==> src/hw/rtl/urh_pkg.sv <==
`default_nettype none

package urh_pkg;

  // field widths
  localparam int HANDLE_W   = 16;
  localparam int SIZE_W     = 24;
  localparam int REC_W      = SIZE_W + 1;
  localparam int BYTE_W     = 32;
  localparam int LIMIT_W    = 7;
  localparam int EVICT_W    = 7;
  localparam int ACT_W      = 2;
  localparam int CFG_IDX_W  = 4;
  localparam int CFG_DATA_W = 32;

  // register reset values
  localparam logic [LIMIT_W-1:0] LIMIT_RESET  = 7'd64;
  localparam logic [BYTE_W-1:0]  BUDGET_RESET = 32'd67108864;

  // configuration register indexes
  localparam logic [CFG_IDX_W-1:0] CFG_ENTRY_LIMIT = 4'd0;
  localparam logic [CFG_IDX_W-1:0] CFG_BYTE_BUDGET = 4'd1;

  // request actions
  typedef enum logic [ACT_W-1:0] {
    ACT_PUSH  = 2'd0,
    ACT_UNDO  = 2'd1,
    ACT_REDO  = 2'd2,
    ACT_CLEAR = 2'd3
  } urh_action_t;

  // shared adder operations
  typedef enum logic {
    ALU_ADD = 1'b0,
    ALU_SUB = 1'b1
  } urh_alu_op_t;

  typedef struct packed {
    urh_alu_op_t       op;
    logic [BYTE_W-1:0] a;
    logic [BYTE_W-1:0] b;
    logic [BYTE_W-1:0] cmp;
  } urh_alu_req_t;

  // one history record as held in the store
  typedef struct packed {
    logic [HANDLE_W-1:0] before_ref;
    logic [HANDLE_W-1:0] after_ref;
    logic [HANDLE_W-1:0] sel_before_ref;
    logic [HANDLE_W-1:0] sel_after_ref;
    logic [REC_W-1:0]    rec_bytes;
    logic [HANDLE_W-1:0] label_id;
  } urh_entry_t;

endpackage

`default_nettype wire

==> src/hw/rtl/urh_alu.sv <==
`default_nettype none

module urh_alu import urh_pkg::*; (
  input  urh_alu_req_t      req,
  output logic [BYTE_W-1:0] sum,
  output logic              gt
);

  // byte total add or subtract, then budget compare
  always_comb begin
    case (req.op)
      ALU_ADD: sum = req.a + req.b;
      ALU_SUB: sum = req.a - req.b;
      default: sum = req.a + req.b;
    endcase
    gt = (sum > req.cmp);
  end

endmodule

`default_nettype wire

==> config.mk <==
export PLATFORM = sky130hd
export DESIGN_NAME = urh_alu
export DESIGN_NICKNAME = d
export VERILOG_FILES = /design/src/hw/rtl/urh_pkg.sv /design/src/hw/rtl/urh_alu.sv
export SDC_FILE = /design/constraint.sdc
export NUM_CORES = 1
export LEC_CHECK = 0
export ABC_AREA = 1
export BUFFER_PORTS_ARGS = -buffer_cell sky130_fd_sc_hd__buf_2
export CAP_MARGIN = 20
export CORE_MARGIN = 5
export CORE_UTILIZATION = 60
export DETAILED_ROUTE_END_ITERATION = 10
export GPL_ROUTABILITY_DRIVEN = 0
export PLACE_DENSITY = 0.91
export SLEW_MARGIN = 20
export SYNTH_ARGS = -nofsm -noshare
export SYNTH_HDL_FRONTEND = slang
export SYNTH_SLANG_ARGS = --single-unit
==> constraint.sdc <==
create_clock -name vclk -period 7.05
set_input_delay 0.705 -clock vclk [all_inputs]
set_output_delay 0.705 -clock vclk [all_outputs]
set_load 0.02 [all_outputs]
==> tab_implementation.tex <==
\begin{tabular}{lr}
\hline
Metric & Value \\
\hline
\multicolumn{2}{l}{\textbf{Run status}} \\
Run status & complete, no violations \\
\multicolumn{2}{l}{\textbf{Power}} \\
Power per cell area & 122.7 mW/mm² \\
Post-route total power & 0.6132 mW \\
Leak Pwr & $\sim$3.4 nW \\
VDD IR-drop max & 0.04680 mV \\
\multicolumn{2}{l}{\textbf{Placed design}} \\
Inst Count DP & 1,061 \\
Count of port buffers added during placement & between 100 and 150 \\
Hpwl dp & 10,760 µm \\
\multicolumn{2}{l}{\textbf{Yosys}} \\
Net count after synthesis & 1,001 \\
Portion of the post-synthesis area used by sequential elements & 0\% \\
Avg Synthesized Cell Area & 5.061 µm² \\
Number of distinct library cell variants in the gate-level netlist after synthesis & 31 \\
Area fraction of the dominant cell type after synthesis & around 28\% \\
Post-Synthesis Cells & approximately 840 \\
Cell area after synthesis & 0.004247 mm² \\
Library cell occupying the most area in the post-synthesis netlist & sky130\_fd\_sc\_hd\_\_nand2\_1 \\
Leading cell types by total area after synthesis & sky130\_fd\_sc\_hd\_\_nand2\_1 (28\%), sky130\_fd\_sc\_hd\_\_ha\_1 (19\%), sky130\_fd\_sc\_hd\_\_inv\_1 (16\%), sky130\_fd\_sc\_hd\_\_nor2\_1 (7.4\%), sky130\_fd\_sc\_hd\_\_xor2\_1 (6.8\%) \\
Synthesis Warnings & 0 \\
\multicolumn{2}{l}{\textbf{Cells and area}} \\
Final \#Nets & 1,129 \\
Number of flip-flops and latches & 0 \\
Post-route non-filler standard cell count & between 1,000 and 1,500 \\
Count of antenna diodes in the layout & 0 \\
Area growth syn-to-layout & 17.71\% \\
Commonest non-fill, non-tap cell in the layout & sky130\_fd\_sc\_hd\_\_nand2\_1 \\
Proportion of layout cells with a drive suffix above 1 & 16.06\% \\
Area used by multi-input combinational logic & approximately 0.0035 mm² \\
Leading cell types in the layout, fill and taps excluded & sky130\_fd\_sc\_hd\_\_nand2\_1 (314), sky130\_fd\_sc\_hd\_\_inv\_1 (181), sky130\_fd\_sc\_hd\_\_buf\_2 (130), sky130\_fd\_sc\_hd\_\_nor2\_1 (84), sky130\_fd\_sc\_hd\_\_ha\_1 (64) \\
Layout clock buffers & 0 \\
Count of fill cells added during filler insertion & 678 \\
Sequential cell area in the final layout & 0 µm² \\
\multicolumn{2}{l}{\textbf{Setup path}} \\
Top delay family on crit path & simple AND/OR/NAND/NOR gates \\
Critical path startpoint category & input pin \\
Biggest fanout along the worst timing path & 30 \\
Arrival @ worst endpoint & 4.48 ns \\
Total stage count of the critical path & 23 \\
Classification of the worst setup path & in2out \\
Category of the worst setup path capture point & output port \\
CP most frequent cell & sky130\_fd\_sc\_hd\_\_nand2\_1 \\
Crit-path slowest cell & sky130\_fd\_sc\_hd\_\_inv\_1 \\
Required time of the critical path & 6.34 ns \\
Count of buffer and inverter cells on the critical path & 4 \\
Critical path cell sequence & buf\_2 -> inv\_1 -> nand2\_1 -> o21ai\_0 -> xor2\_1 -> inv\_1 -> ha\_1 -> nand2\_1 -> nor2\_1 -> and3\_1 -> nand2\_1 -> nand2\_2 -> nand2\_1 -> nand3\_1 -> nand2\_1 -> ha\_1 -> nand2\_1 -> nor2\_1 -> nand2\_1 -> nor2\_1 -> nand2\_1 -> a21oi\_1 -> buf\_2 \\
Launch point of the worst path & req[96] \\
Largest incremental delay on the critical path & 0.71 ns \\
\multicolumn{2}{l}{\textbf{Floorplan}} \\
Initial Utilization & a little over 60\% \\
Core area & $\sim$0.0068 mm² \\
Std-Cell Rows & 30 \\
Vertical extent of the die & between 90 and 100 µm \\
Number of placed I/O pins & 130 \\
Die area & 0.008860 mm² \\
Die X & 94.13 µm \\
\multicolumn{2}{l}{\textbf{STA}} \\
Share of the clock period used by the worst path & 73.53\% \\
Top achievable clock speed & between 0.15 and 0.2 GHz \\
Hold Fails Final Rpt & 0 \\
RSZ-0062 raised after global routing & false \\
Relative slew slack & 37.65\% \\
Final min period & 5.184 ns \\
Summed negative setup slack over all endpoints & 0 ns \\
Actual slew at the worst max-slew pin & 0.9342 ns \\
Number of failing setup endpoints in the final timing report & 0 \\
Pins Over Slew Limit & 0 \\
\multicolumn{2}{l}{\textbf{Drt}} \\
DRC violation count after routing & 0 \\
Post-DR vias/cell & 4.942 \\
Initial drt markers & 335 \\
Routed length per placed instance & around 11 µm \\
Count of vias placed by the detailed router & 5,243 \\
Antenna viol nets, final & 0 \\
Sum of routed wire length over all layers & 11,830 µm \\
TritonRoute pass-1 iters & 7 \\
\multicolumn{2}{l}{\textbf{Hold path}} \\
Worst hold path cell count & 4 \\
Worst min-delay path startpoint & req[32] \\
Worst min-delay path class & in2out \\
\multicolumn{2}{l}{\textbf{Global routing}} \\
Number of global-route vias before repair & 4,595 \\
Overall fraction of global-route tracks in use & 26.30\% \\
Pin count of the biggest net entering global routing & 31 \\
Number of antenna violations at the first check in global routing & 0 \\
Total global routing overflow & 0 \\
Global-route wire length before repair & 19,610 µm \\
\multicolumn{2}{l}{\textbf{Clocking}} \\
Post-CTS Setup Bufs & 0 \\
Post-CTS resize count & 0 \\
Cts hold-fix bufs & 0 \\
\multicolumn{2}{l}{\textbf{Job}} \\
Maximum capacitance violations & 0 \\
\hline
\end{tabular}
cell usage after synthesis:
| cell | n |
|---|---|
| sky130_fd_sc_hd__nand3b_1 | 5 |
| sky130_fd_sc_hd__o21ai_1 | 3 |
| sky130_fd_sc_hd__and3b_1 | 1 |
| sky130_fd_sc_hd__xnor2_1 | 7 |
| sky130_fd_sc_hd__buf_2 | 3 |
| sky130_fd_sc_hd__a21o_1 | 4 |
| sky130_fd_sc_hd__o21a_1 | 2 |
| sky130_fd_sc_hd__nand3_1 | 46 |
| sky130_fd_sc_hd__nand4_1 | 9 |
| sky130_fd_sc_hd__ha_1 | 64 |
| sky130_fd_sc_hd__a31oi_1 | 1 |
| sky130_fd_sc_hd__nand2_1 | 314 |
| sky130_fd_sc_hd__nand3_2 | 4 |
| sky130_fd_sc_hd__o21ai_0 | 6 |
| sky130_fd_sc_hd__inv_1 | 181 |
| sky130_fd_sc_hd__clkbuf_1 | 1 |
| sky130_fd_sc_hd__o21bai_1 | 3 |
| sky130_fd_sc_hd__nor2_2 | 3 |
| sky130_fd_sc_hd__nor3_1 | 5 |
| sky130_fd_sc_hd__fa_1 | 1 |
| sky130_fd_sc_hd__nor2_1 | 84 |
| sky130_fd_sc_hd__nor3_2 | 1 |
| sky130_fd_sc_hd__o21ai_2 | 2 |
| sky130_fd_sc_hd__nor2_4 | 3 |
| sky130_fd_sc_hd__and3_1 | 1 |
| sky130_fd_sc_hd__nand2_2 | 7 |
| sky130_fd_sc_hd__a21oi_1 | 38 |
| sky130_fd_sc_hd__nand2_4 | 2 |
| sky130_fd_sc_hd__xor2_1 | 33 |
| sky130_fd_sc_hd__inv_2 | 3 |
| sky130_fd_sc_hd__and2_1 | 2 |
kinds of logic (layout without fill, tap and decap cells):
logic type	Yosys count	count (layout)	share of synthesized area, %
AND/OR/NAND/NOR	487	487	48.03
buffers and inverters	188	314	16.71
adder cells (fa/ha/maj)	65	65	19.33
AO/OA/AOI/OAI	59	59	7.690
XOR/XNOR	40	40	8.250
report_power, final:
group,switching [mW],total [mW],internal [mW]
Combinational,0.393,0.613,0.220
Clock,0,0,0
Sequential,0,0,0
per-stage QoR:
step | hold slack [ns] | worst slack (ns) | util, % | instance area [µm²]
3_3_place_gp | 1.878 | 2.022 | 73.17 | 4999
2_1_floorplan | 1.629 | 2.554 | - | 4247
3_5_place_dp | 1.872 | 1.893 | 73.17 | 4999
6_report | 1.882 | 1.866 | 73.17 | 4999
5_1_grt | 1.935 | 1.450 | 73.17 | 4999
4_1_cts | 1.879 | 1.884 | 73.17 | 4999
tightest hold or removal path, cell delays in order:
cell and delay (ns):
sky130_fd_sc_hd__buf_2 0.09, sky130_fd_sc_hd__ha_1 0.19, sky130_fd_sc_hd__inv_1 0.05, sky130_fd_sc_hd__buf_2 0.15
path summary, 6_finish.rpt:
| kind | to | slack, ns |
|---|---|---|
| setup / recovery | gt | 1.87 |
| hold / removal | sum[0] | 1.88 |
metal layers:
metal / share of wire, % / GRT usage [%] / routed length (µm)
met3: 8.0 / 1.843 / 945
met5: 0 / 0 / 0
met2: 45 / 45.71 / 5310
met1: 45 / 36.05 / 5351
met4: 1.9 / 3.730 / 226
cell type report:
| type | count | share of cell area (%) |
|---|---|---|
| multi-input cells | 651 | 70.76 |
| inverters | 184 | 13.82 |
| well taps | 96 | 2.403 |
| repair buffers | 130 | 13.02 |
Power figures use the tool's default switching activity.
